`src/hw/rtl/tickless_software_timer_bank_core_assert.svh`:
```
// Assertion macros used by the timer bank core.
`ifndef TICKLESS_SOFTWARE_TIMER_BANK_CORE_ASSERT_SVH
`define TICKLESS_SOFTWARE_TIMER_BANK_CORE_ASSERT_SVH
// Assert that a condition implies a consequence in the same cycle.
`define TSTB_ASSERT_IMP(lbl, clk, rstn, ante, cons) \
  lbl: assert property (@(posedge clk) disable iff (!rstn) (ante) |-> (cons)) \
    else $error("assertion failed");
// Assert that a condition implies a consequence in the next cycle.
`define TSTB_ASSERT_NEXT(lbl, clk, rstn, ante, cons) \
  lbl: assert property (@(posedge clk) disable iff (!rstn) (ante) |=> (cons)) \
    else $error("assertion failed");
`endif

```
`src/hw/rtl/tstb_pkg.sv`:
```
// ----------------------------------------------------------------------------
// Timer bank package
// Action codes, controller states and the cell control bundle.
// ----------------------------------------------------------------------------
package tstb_pkg;

  localparam logic [1:0] ActStart = 2'd0;
  localparam logic [1:0] ActStop  = 2'd1;
  localparam logic [1:0] ActTick  = 2'd2;

  typedef enum logic [1:0] {
    StIdle,
    StWalk,
    StReport
  } state_e;

  // Control broadcast from the controller to every cell.
  typedef struct packed {
    logic start;   // load the addressed cell
    logic stop;    // clear the addressed cell
    logic shift;   // rotate the ring by one cell
  } cell_ctrl_t;

endpackage

```
`src/hw/rtl/tstb_if.sv`:
```
// ----------------------------------------------------------------------------
// Timer bank channels
// Valid/ready interfaces for the request and report channels.
// ----------------------------------------------------------------------------
interface tstb_req_if;
  logic        valid;
  logic        ready;
  logic [1:0]  action;
  logic [3:0]  slot;
  logic [31:0] interval;
  logic [31:0] tolerance;
  logic        one_shot;
  modport source (output valid, action, slot, interval, tolerance, one_shot, input ready);
  modport sink   (input valid, action, slot, interval, tolerance, one_shot, output ready);
endinterface

interface tstb_rsp_if;
  logic        valid;
  logic        ready;
  logic [3:0]  expired_slot;
  logic        last;
  logic [31:0] next_period;
  modport source (output valid, expired_slot, last, next_period, input ready);
  modport sink   (input valid, expired_slot, last, next_period, output ready);
endinterface

```
`src/hw/rtl/tstb_cell.sv`:
```
// ----------------------------------------------------------------------------
// Timer bank cell
// Holds one slot; the ring of cells rotates by one cell per walk step.
// ----------------------------------------------------------------------------
module tstb_cell
  import tstb_pkg::*;
#(
  parameter int TW = 32,
  parameter int SW = 4,
  parameter logic [SW-1:0] ID = '0
) (
  input  logic          clk_i,
  input  logic          rst_ni,
  input  cell_ctrl_t    ctrl_i,
  input  logic          sel_i,
  input  logic [TW-1:0] ival_i,
  input  logic [TW-1:0] tol_i,
  input  logic          single_i,
  // Neighbor input (for the tail cell, the head values as updated by the walk).
  input  logic          act_i,
  input  logic          sgl_i,
  input  logic [TW-1:0] nival_i,
  input  logic [TW-1:0] ntol_i,
  input  logic [TW-1:0] nleft_i,
  input  logic [SW-1:0] nid_i,
  output logic          act_o,
  output logic          sgl_o,
  output logic [TW-1:0] ival_o,
  output logic [TW-1:0] tol_o,
  output logic [TW-1:0] left_o,
  output logic [SW-1:0] id_o
);

  logic          act_q, sgl_q;
  logic [TW-1:0] ival_q, tol_q, left_q;
  logic [SW-1:0] id_q;

  // Control bits: id resets to the cell's home place in the ring.
  always_ff @(posedge clk_i or negedge rst_ni) begin
    if (!rst_ni) begin
      act_q <= 1'b0;
      sgl_q <= 1'b0;
      id_q  <= ID;
    end else if (ctrl_i.shift) begin
      act_q <= act_i;
      sgl_q <= sgl_i;
      id_q  <= nid_i;
    end else if (sel_i && ctrl_i.start) begin
      act_q <= 1'b1;
      sgl_q <= single_i;
    end else if (sel_i && ctrl_i.stop) begin
      act_q <= 1'b0;
      sgl_q <= 1'b0;
    end
  end

  // Payload.
  always_ff @(posedge clk_i) begin
    if (ctrl_i.shift) begin
      ival_q <= nival_i;
      tol_q  <= ntol_i;
      left_q <= nleft_i;
    end else if (sel_i && ctrl_i.start) begin
      ival_q <= ival_i;
      tol_q  <= tol_i;
      left_q <= ival_i;
    end
  end

  assign act_o  = act_q;
  assign sgl_o  = sgl_q;
  assign ival_o = ival_q;
  assign tol_o  = tol_q;
  assign left_o = left_q;
  assign id_o   = id_q;

endmodule

```
`src/hw/rtl/tickless_software_timer_bank_core.sv`:
```
// ----------------------------------------------------------------------------
// Tickless software timer bank core
// A ring of timer cells with one shared wakeup countdown.
// ----------------------------------------------------------------------------
// Usage: req_if carries start, stop and tick beats; rsp_if carries one beat
// per expired slot of a wakeup, in ascending slot order, the final one with
// last set. Start, stop and ticks that do not reach zero need no walk.
// A wakeup rotates the ring of NUM_TIMERS cells once, one cell per cycle,
// through the single update unit at the ring head. Reports are held in a
// small queue of at most sixteen entries and drained one per cycle while
// the receiver is ready; a stalled receiver holds the report and the block
// takes no new beat until the queue is empty. Reset clears all active
// flags and stops the countdown. Slot index follows each cell around the
// ring, so the ring returns to its home order after a full turn.
// ----------------------------------------------------------------------------
module tickless_software_timer_bank_core
  import tstb_pkg::*;
#(
  parameter int NUM_TIMERS = 16,
  parameter int TICK_WIDTH = 32
) (
  input  logic clk_i,
  input  logic rst_ni,
  tstb_req_if.sink   req_if,
  tstb_rsp_if.source rsp_if
);

  localparam int TW = TICK_WIDTH;
  localparam int SW = (NUM_TIMERS > 1) ? $clog2(NUM_TIMERS) : 1;
  localparam int CW = $clog2(NUM_TIMERS + 1);
  localparam logic [TW-1:0] Ones = '1;

  state_e        state_q, state_d;
  cell_ctrl_t    ctrl;
  logic [TW-1:0] plen_q, plen_d, cnt_q, cnt_d, next_q, next_d;
  logic          run_q, run_d;
  logic [CW-1:0] step_q, step_d;
  logic [3:0]    hit_slot_q [16];
  logic [4:0]    nhit_q, nhit_d, rd_q, rd_d;
  logic          push;

  logic          act [NUM_TIMERS];
  logic          sgl [NUM_TIMERS];
  logic [TW-1:0] ival [NUM_TIMERS];
  logic [TW-1:0] tol [NUM_TIMERS];
  logic [TW-1:0] left [NUM_TIMERS];
  logic [SW-1:0] id [NUM_TIMERS];

  // Ring head update values.
  logic          h_act, h_sgl, h_exp;
  logic [TW-1:0] h_left, h_offer;
  logic [TW:0]   sum;
  logic [TW-1:0] in_ival, in_tol;
  logic          any_other;

  assign in_ival = TW'(req_if.interval);
  assign in_tol  = TW'(req_if.tolerance);

  // Head cell (index 0) is evaluated and re-enters at the ring tail.
  always_comb begin
    sum     = {1'b0, ival[0]} + {1'b0, tol[0]};
    h_exp   = act[0] && (left[0] <= plen_q);
    h_act   = act[0] && !(h_exp && sgl[0]);
    h_sgl   = h_act ? sgl[0] : 1'b0;
    h_left  = h_exp ? ival[0] : left[0] - plen_q;
    h_offer = Ones;
    if (act[0]) begin
      if (h_exp) begin
        if (!sgl[0]) h_offer = sum[TW] ? Ones : sum[TW-1:0];
      end else begin
        h_offer = h_left;
      end
    end
  end

  // Active cells other than the stopped one.
  always_comb begin
    any_other = 1'b0;
    for (int i = 0; i < NUM_TIMERS; i++) begin
      if (act[i] && !(id[i] == SW'(req_if.slot))) any_other = 1'b1;
    end
  end

  genvar g;
  generate
    for (g = 0; g < NUM_TIMERS; g++) begin : g_cell
      localparam int N = (g + 1) % NUM_TIMERS;
      logic          n_act, n_sgl;
      logic [TW-1:0] n_ival, n_tol, n_left;
      logic [SW-1:0] n_id;
      if (g == NUM_TIMERS - 1) begin : g_tail
        assign n_act  = h_act;
        assign n_sgl  = h_sgl;
        assign n_ival = ival[0];
        assign n_tol  = tol[0];
        assign n_left = h_left;
        assign n_id   = id[0];
      end else begin : g_mid
        assign n_act  = act[N];
        assign n_sgl  = sgl[N];
        assign n_ival = ival[N];
        assign n_tol  = tol[N];
        assign n_left = left[N];
        assign n_id   = id[N];
      end
      tstb_cell #(.TW(TW), .SW(SW), .ID(SW'(g))) u_cell (
        .clk_i   (clk_i),
        .rst_ni  (rst_ni),
        .ctrl_i  (ctrl),
        .sel_i   (id[g] == SW'(req_if.slot)),
        .ival_i  (in_ival),
        .tol_i   (in_tol),
        .single_i(req_if.one_shot),
        .act_i   (n_act),
        .sgl_i   (n_sgl),
        .nival_i (n_ival),
        .ntol_i  (n_tol),
        .nleft_i (n_left),
        .nid_i   (n_id),
        .act_o   (act[g]),
        .sgl_o   (sgl[g]),
        .ival_o  (ival[g]),
        .tol_o   (tol[g]),
        .left_o  (left[g]),
        .id_o    (id[g])
      );
    end
  endgenerate

  logic slot_ok;
  assign slot_ok = 32'(req_if.slot) < NUM_TIMERS;

  // Controller.
  always_comb begin
    state_d = state_q;
    plen_d  = plen_q;
    cnt_d   = cnt_q;
    run_d   = run_q;
    next_d  = next_q;
    step_d  = step_q;
    nhit_d  = nhit_q;
    rd_d    = rd_q;
    ctrl    = '0;
    push    = 1'b0;
    req_if.ready = (state_q == StIdle);
    case (state_q)
      StIdle: begin
        if (req_if.valid) begin
          case (req_if.action)
            ActStart: if (slot_ok) begin
              ctrl.start = 1'b1;
              if (!run_q) begin
                plen_d = in_ival;
                cnt_d  = in_ival;
                run_d  = 1'b1;
              end else if (cnt_q > in_ival) begin
                plen_d = (plen_q >= cnt_q - in_ival) ? plen_q - (cnt_q - in_ival) : '0;
                cnt_d  = in_ival;
              end
            end
            ActStop: if (slot_ok) begin
              ctrl.stop = 1'b1;
              if (!any_other) run_d = 1'b0;
            end
            ActTick: if (run_q) begin
              if (cnt_q > TW'(1)) cnt_d = cnt_q - 1'b1;
              else begin
                cnt_d   = '0;
                next_d  = Ones;
                step_d  = '0;
                nhit_d  = '0;
                state_d = StWalk;
              end
            end
            default: ;
          endcase
        end
      end
      StWalk: begin
        ctrl.shift = 1'b1;
        if (h_offer < next_q) next_d = h_offer;
        if (h_exp && nhit_q < 5'd16) begin
          push   = 1'b1;
          nhit_d = nhit_q + 1'b1;
        end
        step_d = step_q + 1'b1;
        if (step_q == CW'(NUM_TIMERS - 1)) begin
          plen_d = next_d;
          cnt_d  = next_d;
          if (next_d == Ones) run_d = 1'b0;
          rd_d = '0;
          state_d = (nhit_d == '0) ? StIdle : StReport;
        end
      end
      StReport: begin
        if (rsp_if.ready) begin
          rd_d = rd_q + 1'b1;
          if (rd_q + 1'b1 == nhit_q) state_d = StIdle;
        end
      end
      default: state_d = StIdle;
    endcase
  end

  always_ff @(posedge clk_i or negedge rst_ni) begin
    if (!rst_ni) begin
      state_q <= StIdle;
      plen_q  <= '0;
      cnt_q   <= '0;
      run_q   <= 1'b0;
      next_q  <= '0;
      step_q  <= '0;
      nhit_q  <= '0;
      rd_q    <= '0;
    end else begin
      state_q <= state_d;
      plen_q  <= plen_d;
      cnt_q   <= cnt_d;
      run_q   <= run_d;
      next_q  <= next_d;
      step_q  <= step_d;
      nhit_q  <= nhit_d;
      rd_q    <= rd_d;
    end
  end

  // Report queue.
  always_ff @(posedge clk_i) begin
    if (push) hit_slot_q[nhit_q[3:0]] <= 4'(id[0]);
  end

  assign rsp_if.valid        = (state_q == StReport);
  assign rsp_if.expired_slot = hit_slot_q[rd_q[3:0]];
  assign rsp_if.last         = (rd_q + 1'b1 == nhit_q);
  assign rsp_if.next_period  = 32'(plen_q);

  `include "tickless_software_timer_bank_core_assert.svh"

  `TSTB_ASSERT_IMP(a_ready_idle, clk_i, rst_ni, req_if.ready, state_q == StIdle)
  `TSTB_ASSERT_IMP(a_report_cnt, clk_i, rst_ni, state_q == StReport, rd_q < nhit_q)
  `TSTB_ASSERT_IMP(a_hits_max, clk_i, rst_ni, 1'b1, nhit_q <= 5'd16)
  `TSTB_ASSERT_NEXT(a_walk_ends, clk_i, rst_ni,
    state_q == StWalk && step_q == CW'(NUM_TIMERS - 1), state_q != StWalk)

endmodule

```
`src/flat_wrapper.sv`:
```
// flat-port wrapper written by rule: the top's interface ports become plain ports
module tickless_software_timer_bank_core_flat import tstb_pkg::*;
#(
  parameter int NUM_TIMERS = 16,
  parameter int TICK_WIDTH = 32
)
  (clk_i, rst_ni, req_if_valid, req_if_action, req_if_slot, req_if_interval, req_if_tolerance, req_if_one_shot, req_if_ready, rsp_if_valid, rsp_if_expired_slot, rsp_if_last, rsp_if_next_period, rsp_if_ready);
  tstb_req_if req_if_i ();
  tstb_rsp_if rsp_if_i ();
  input  logic clk_i;
  input  logic rst_ni;
  input wire logic [$bits(req_if_i.valid)-1:0] req_if_valid;
  input wire logic [$bits(req_if_i.action)-1:0] req_if_action;
  input wire logic [$bits(req_if_i.slot)-1:0] req_if_slot;
  input wire logic [$bits(req_if_i.interval)-1:0] req_if_interval;
  input wire logic [$bits(req_if_i.tolerance)-1:0] req_if_tolerance;
  input wire logic [$bits(req_if_i.one_shot)-1:0] req_if_one_shot;
  output wire logic [$bits(req_if_i.ready)-1:0] req_if_ready;
  output wire logic [$bits(rsp_if_i.valid)-1:0] rsp_if_valid;
  output wire logic [$bits(rsp_if_i.expired_slot)-1:0] rsp_if_expired_slot;
  output wire logic [$bits(rsp_if_i.last)-1:0] rsp_if_last;
  output wire logic [$bits(rsp_if_i.next_period)-1:0] rsp_if_next_period;
  input wire logic [$bits(rsp_if_i.ready)-1:0] rsp_if_ready;
  assign req_if_i.valid = req_if_valid;
  assign req_if_i.action = req_if_action;
  assign req_if_i.slot = req_if_slot;
  assign req_if_i.interval = req_if_interval;
  assign req_if_i.tolerance = req_if_tolerance;
  assign req_if_i.one_shot = req_if_one_shot;
  assign req_if_ready = req_if_i.ready;
  assign rsp_if_valid = rsp_if_i.valid;
  assign rsp_if_expired_slot = rsp_if_i.expired_slot;
  assign rsp_if_last = rsp_if_i.last;
  assign rsp_if_next_period = rsp_if_i.next_period;
  assign rsp_if_i.ready = rsp_if_ready;
  tickless_software_timer_bank_core #(.NUM_TIMERS(NUM_TIMERS), .TICK_WIDTH(TICK_WIDTH)) u_core (.clk_i(clk_i), .rst_ni(rst_ni), .req_if(req_if_i), .rsp_if(rsp_if_i));
endmodule
```
`config.mk`:
```
export PLATFORM = sky130hd
export DESIGN_NAME = tickless_software_timer_bank_core_flat
export DESIGN_NICKNAME = d
export VERILOG_FILES = /design/src/hw/rtl/tstb_pkg.sv /design/src/hw/rtl/tstb_if.sv /design/src/hw/rtl/tstb_cell.sv /design/src/hw/rtl/tickless_software_timer_bank_core.sv /design/src/flat_wrapper.sv
export VERILOG_INCLUDE_DIRS = /design/src /design/src/hw/rtl
export SDC_FILE = /design/constraint.sdc
export NUM_CORES = 2
export LEC_CHECK = 0
export BUFFER_PORTS_ARGS = -buffer_cell sky130_fd_sc_hd__buf_4
export CAP_MARGIN = 30
export CORE_MARGIN = 2
export CORE_UTILIZATION = 30
export DETAILED_ROUTE_END_ITERATION = 16
export PLACE_DENSITY = 0.51
export SYNTH_ARGS = -nofsm -noshare
export SYNTH_HDL_FRONTEND = slang
export SYNTH_SLANG_ARGS = --single-unit
```
`constraint.sdc`:
```
create_clock -name clk_i -period 14.13 [get_ports clk_i]
set_input_delay 0.7065 -clock clk_i [delete_from_list [all_inputs] [get_ports clk_i]]
set_output_delay 0.7065 -clock clk_i [all_outputs]
set_load 0.03 [all_outputs]
```
# [Word level (Yosys, flattened, before mapping)]
# Memories as Yosys holds them, arrays and structs flattened.
# Cells that the tools add are included.
[totals] reg_bits=1746 elab_cells=507 inputBits=75 romBits=0 memories=1 output_inout_bits=39 ram_bits=64 latchBits=0
[op_classes] n_mul=0 n_shift=0 n_lt_le_gt_ge=6 addsub=8 muxes=238 div_mod_pow=0 eq_ne=38 reduce_logical=112 bitwise_logic=0
[mem_list] memory="u_core.hit_slot_q" words=16 width=4 read_ports=1 rd_clocked_by_memory_dff=0 wr=1 line="tickless_software_timer_bank_core.sv:38" source="logic [3:0] hit_slot_q [16];"
[ops] operator="two-way mux 32 bit" n=102
[ops] operator="one-hot mux 32 bit (2 select lines)" n=4
[ops] operator="two-way mux 1 bit" n=108
[ops] operator="subtractor 32 bit" n=3
[ops] operator="equality test 4 bit" n=16
[ops] operator="logical AND 1 bit" n=52
[ops] operator="nonzero test 3 bit" n=16
[ops] operator="two-way mux 5 bit" n=8
[ops] operator="nonzero test 2 bit" n=18
[ops] operator="adder 32 x 32 -> 33 bit" n=1
[ops] operator="equality test 32 bit (second input constant)" n=1
[ops] operator=">= comparator 32 bit" n=1
[ops] operator="greater-than comparator 32 x 1 -> 1 bit (second input constant)" n=1
[ops] operator="greater-than comparator 32 bit" n=1
[ops] operator="<= comparator 32 bit" n=1
[ops] operator="< comparator 32 bit" n=1
[ops] operator="subtractor 32 x 1 -> 32 bit (second input constant)" n=1
[ops] operator="one-hot mux 5 bit (2 select lines)" n=3
[ops] operator="two-way mux 2 bit" n=10
[ops] operator="zero test 1 bit" n=17
[ops] operator="adder 5 x 1 -> 5 bit (second input constant)" n=3
[ops] operator="inequality test 2 x 1 -> 1 bit (second input constant)" n=7
[ops] operator="AND reduction 6 bit" n=2
[ops] operator="AND reduction 5 bit" n=2
[ops] operator="other kinds (16)" n=23

# [Longest topological paths before layout]
[logic_depth] word_depth=23 ltp_mapped=28 depth_no_buf=27

# [By module]
# Synthesis repeated with hierarchy kept, for this count alone.
[hier_totals] hier_cells=7398 hier_area_um2=87452.6
[by_module_without_submodules] module="tstb_cell at u_core.g_cell[10].u_cell ..." seq_area_each_um2=3035.4 n_inst=6 area_per_inst_um2=4301.6 cells_each=321
[by_module_without_submodules] module="tickless_software_timer_bank_core" seq_area_each_um2=4774.6 n_inst=1 area_per_inst_um2=18626.6 cells_each=2262
[by_module_without_submodules] module="tstb_cell at u_core.g_cell[11].u_cell ..." seq_area_each_um2=3036.7 n_inst=4 area_per_inst_um2=4302.9 cells_each=321
[by_module_without_submodules] module="tstb_cell at u_core.g_cell[1].u_cell ..." seq_area_each_um2=3034.2 n_inst=4 area_per_inst_um2=4300.4 cells_each=321
[by_module_without_submodules] module="tstb_cell at u_core.g_cell[15].u_cell" seq_area_each_um2=3037.9 n_inst=1 area_per_inst_um2=4304.1 cells_each=321
[by_module_without_submodules] module="tstb_cell at u_core.g_cell[0].u_cell" seq_area_each_um2=3032.9 n_inst=1 area_per_inst_um2=4299.1 cells_each=321

# [Least setup slack after synthesis]
# No wires, ideal clock.
[synth_timing] path_type="input port to flip-flop" from="input req_if_action[1]" to="register u_core.g_cell[3].u_cell.ival_q[0] (enable)" path_slack_ps=4587 setup_ps=684 arrival_ps=8859 path_stages=4 t_required_ps=13446 path_cell_list="nor4b_1 nand2_1 clkbuf_1 o21ai_0"
[synth_between] elab_chain_len=6
[synth_lines] item="from (decl)" line="flat_wrapper.sv:13" source="input wire logic [$bits(req_if_i.action)-1:0] req_if_action;"
[synth_lines] item="zero test 2 bit" line="tickless_software_timer_bank_core.sv:149" source="case (req_if.action)"
[synth_lines] item="two-way mux 1 bit" line="tickless_software_timer_bank_core.sv:149"
[synth_lines] item="two-way mux 2 bit" line="tickless_software_timer_bank_core.sv:148" source="if (req_if.valid) begin"
[synth_lines] item="two-way mux 2 bit" line="tickless_software_timer_bank_core.sv:146" source="case (state_q)"
[synth_lines] item="logical AND 1 bit" line="tstb_cell.sv:63" source="end else if (sel_i && ctrl_i.start) begin"
[synth_lines] item="nonzero test 2 bit (no line)"
[synth_lines] item="to (signal assigned)" line="tstb_cell.sv:60" source="ival_q <= nival_i;"
[synth_lines] item="to (signal assigned)" line="tstb_cell.sv:64" source="ival_q <= ival_i;"
[synth_lines] item="to (decl)" line="tstb_cell.sv:35" source="logic [TW-1:0] ival_q, tol_q, left_q;"
# Every way passes these cells.
# A chain may end at the register's enable or synchronous reset.

# [Worst setup path after layout]
[layout_timing] from="register u_core.plen_q[22] (netlist: u_core.rsp_if.next_period[22])" to="register u_core.plen_q[31] (netlist: u_core.rsp_if.next_period[31])"
[layout_between] elab_chain_len=10 word_cells_on_any_way=18
[layout_lines] item="from (decl)" line="tickless_software_timer_bank_core.sv:35" source="logic [TW-1:0] plen_q, plen_d, cnt_q, cnt_d, next_q, next_d;"
[layout_lines] item="from (signal assigned)" line="tickless_software_timer_bank_core.sv:217" source="plen_q <= plen_d;"
[layout_lines] item="<= comparator 32 bit" line="tickless_software_timer_bank_core.sv:62" source="h_exp = act[0] && (left[0] <= plen_q);"
[layout_lines] item="logical AND 1 bit" line="tickless_software_timer_bank_core.sv:62"
[layout_lines] item="two-way mux 32 bit" line="tickless_software_timer_bank_core.sv:65" source="h_left = h_exp ? ival[0] : left[0] - plen_q;"
[layout_lines] item="two-way mux 32 bit" line="tickless_software_timer_bank_core.sv:68" source="if (h_exp) begin"
[layout_lines] item="two-way mux 32 bit" line="tickless_software_timer_bank_core.sv:67" source="if (act[0]) begin"
[layout_lines] item="< comparator 32 bit" line="tickless_software_timer_bank_core.sv:181" source="if (h_offer < next_q) next_d = h_offer;"
[layout_lines] item="two-way mux 32 bit" line="tickless_software_timer_bank_core.sv:181"
[layout_lines] item="two-way mux 32 bit" line="tickless_software_timer_bank_core.sv:146"
[layout_lines] item="two-way mux 32 bit" line="tickless_software_timer_bank_core.sv:187" source="if (step_q == CW'(NUM_TIMERS - 1)) begin"
[layout_lines] item="one-hot mux 32 bit (2 select lines) (*)" line="tickless_software_timer_bank_core.sv:146"
# Every way passes the cells marked *; elsewhere a longest branch is shown, timed or not. The select of a mux whose other input is x is not followed.

==> qor.yml <==
crit_required_ns: 14.84
cpPeakStageDelay_ns: 0.83
grt_pass1_wl_um: 342000
seq_area_um2: 53300
totalWireLength_um: 231000
dp_hpwl_um: 142000
gp_congestion: 0.916
vias: 51000
yosysWarningCount: 0
die_h_um: 524
crit_type: "reg2reg"
insertion_delay_ns: 0.86
grt_pass1_vias: 50100
cp-start-kind: "register"
ys_ff_latch: 1810
ant_nets: 0
drt-initial-drc-count: 5207
tns_ns: 0
viasPerCell: 5.17
syn_inst: 6193
die_area_um2: 275000
grt_usage: 0.165
synth_cell_types: 89
seq_area_frac_synth: 0.657
antenna_found_initial: 15
synth.cell_area_um2: 81100
arrival_ns: 8.05
crit_fanout: 66
grt-ovfl-total: 0
timing.final.crit_share: 0.520
max_slew_margin: 0.143
setup_viol: 0
rsz0062_at_grt: "false"
initial_core_util: 0.302
syn_to_final_growth_pct: 13.7
wl_per_cell_um: 23.4
final_cell_mix: "1600 x edfxtp_1, 1478 x a21o_1, 633 x nand2_1"
worstMarginPinSlew_ns: 1.29
clk_pin_slew_worst_paths_ns: 0.06
root_buffer: "clkbuf_16"
min_period_ns: 7.34
slew_violations: 0
final_core_utilization: 0.344
ctsResizeCount: 0
min_path_type: "in2reg"
hold_viol: 0
post_cts_buffers: 0
finalClockSkew_ns: 0.0554
drc: 0
dieWidth_um: 524
final_nets: 6399
rows: 190
syn_nets: 6440
multi_input_area_um2: 25700
io_buffers: 113
htree_levels: 4
synthFlopType: "edfxtp_1"
core_area_um2: 268000
outcome: "complete, no violations"
io_pins: 114
crit_family: "compound AO/OA/AOI/OAI gates"
async_flop_share: 0.116
n_fill_cell: 26200
crit_buf_inv: 2
fmax_mhz: 136
clockBufferDepth: 3
drive_above_1_share: 0.101
cts_tree: "done"
slowest_stage: "a2bb2oi_1"
grt_max_degree: 246
worstPathCellList: "inv_1 > ha_1 > and4_1 > nand4_2 > or4_4 > o21a_4 > nand2_1 > buf_4 > a2bb2oi_1 > ha_1 > nand4_1 > nor2_1 > a21oi_1 > o221ai_1 > nor3_1 > a41o_1 > a21o_4 > nor2_1 > a21oi_1 > nor2_1 > a2111oi_0 > a21oi_1"
syn_avg_cell_area_um2: 13.1
final_common_cell: "edfxtp_1"
synth_edf_count: 1600
cts_buffers: 197
cts.sinks: 1810
crit_path_end_kind: "register"
ir_drop_mv: 0.127
max_cap_viol_count: 0
powerDensity_nw_per_um2: 166
leakagePower_nw: 38.7
dr.pass1.iters: 7
## where the power goes
group | internal, W | switching (W) | leakage [nW] | total (W)
Combinational | 0.00149 | 0.00250 | 18.7 | 0.00399
Sequential | 0.00598 | 0.000251 | 17.0 | 0.00623
Clock | 0.00283 | 0.00222 | 3.05 | 0.00506
## worst register-to-register path, cell delays in order, from the launching register on
cell and delay [ns]:
dfrtp_1 0.51, inv_1 0.15, ha_1 0.45, and4_1 0.30, nand4_2 0.21, or4_4 0.58, o21a_4 0.17, nand2_1 0.30
buf_4 0.37, a2bb2oi_1 0.84, ha_1 0.41, nand4_1 0.11, nor2_1 0.06, a21oi_1 0.43, o221ai_1 0.24, nor3_1 0.26
a41o_1 0.17, a21o_4 0.58, nor2_1 0.10, a21oi_1 0.28, nor2_1 0.13, a2111oi_0 0.48, a21oi_1 0.08
## sequential cells by signal (all words and copies together), names as in the netlist
name                         cells
u_core.g_cell.u_cell.ival_o    512
u_core.next_q                   32
u_core.cnt_q                    32
u_core.g_cell.u_cell.act_o      16
u_core.state_q                   2
u_core.hit_slot_q               64
u_core.g_cell.u_cell.tol_o     512
u_core.g_cell.u_cell.sgl_o      16
u_core.step_q                    5
u_core.rsp_if.next_period       32
u_core.nhit_q                    5
u_core.rd_q                      5
u_core.g_cell.u_cell.left_o    512
u_core.run_q                     1
u_core.g_cell.u_cell.id_o       64
## cell usage after synthesis, types with 25 or more instances
cell type  count  area [µm²]
nand2_1      635        2380
a22oi_1       36         270
nor3_1        39         195
a21oi_1      203        1020
a221oi_1      27         236
edfxtp_1    1600       48000
dfrtp_1      178        4450
clkbuf_1     417        1570
ha_1         168        2100
nand3_1       44         220
o21ai_0      149         746
and2_1        62         388
a21o_1      1478       11100
nor2_1       224         841
xnor2_1      139        1220
xor2_1        56         490
a221o_1       25         250
nand4_1       44         275
a31oi_1       43         269
inv_1        160         601
a211oi_1      34         255
dfstp_2       32         841
## path summary, 6_finish.rpt
kind                                           startpoint                               end  slack (ns)  cells after the start
setup reg to reg            u_core.rsp_if.next_period[22]     u_core.rsp_if.next_period[31]        6.79                     22
setup / recovery            u_core.rsp_if.next_period[22]     u_core.rsp_if.next_period[31]        6.79                     22
min in group asynchronous                          rst_ni  u_core.g_cell[11].u_cell.id_o[2]        0.49                      2
max in group asynchronous                          rst_ni                 u_core.next_q[30]       11.46                      4
hold / removal                        req_if_interval[26]     u_core.rsp_if.next_period[26]        0.19                      3
hold reg to reg            u_core.g_cell[10].u_cell.sgl_o     u_core.g_cell[9].u_cell.sgl_o        0.47                      2
## per-stage QoR
step                      instance area (µm²)  cells  hold slack (ns)  setup WS, ns  power (W)
after global placement                  85800   9497            0.453          6.88     0.0103
after CTS                               92200   9870            0.113          7.01     0.0153
after floorplan                         81100   6193            0.411          4.59    0.00891
final                                   92300   9875            0.186          6.79     0.0153
after global routing                    92300   9874            0.168          6.54     0.0160
after detailed placement                85900   9500            0.454          7.06     0.0102
## logic make-up after synthesis
kind of cell | count (synthesis) | synth area share
AOI/OAI and AO/OA | 2190 | 0.194
xor gates and xnor gates | 195 | 0.0211
adders and majority gates | 172 | 0.0269
buffers and inverters | 615 | 0.0288
DFF | 1810 | 0.657
muxes | 33 | 0.00723
and+or+nand+nor | 1178 | 0.0645
## per-layer routing
metal	up-vias	share of wire	global-route usage	wire length (µm)
met5	-	0.00033	0	77
met4	12	0.016	0.0349	3630
met3	235	0.054	0.0260	12500
met2	1295	0.44	0.248	102000
met1	26500	0.49	0.249	113000
li1	23000	-	-	-
## area by class of cell
type | count | area share
repair buffers | 215 | 0.0202
multi-input cells | 3768 | 0.279
well taps | 3552 | 0.0482
diodes | 2 | 0.0000542
inverters | 160 | 0.00651
flip-flops and latches | 1810 | 0.578
clock inverters | 117 | 0.0111
clock buffers | 251 | 0.0567
## timing repair
action / 4_1_cts / 5_1_grt
hold buffers: 2 / 0
endpoints found under the hold margin: 74 / 0
endpoints found under the setup margin: 0 / 0
No activity file was read; power rests on OpenSTA's default activity.
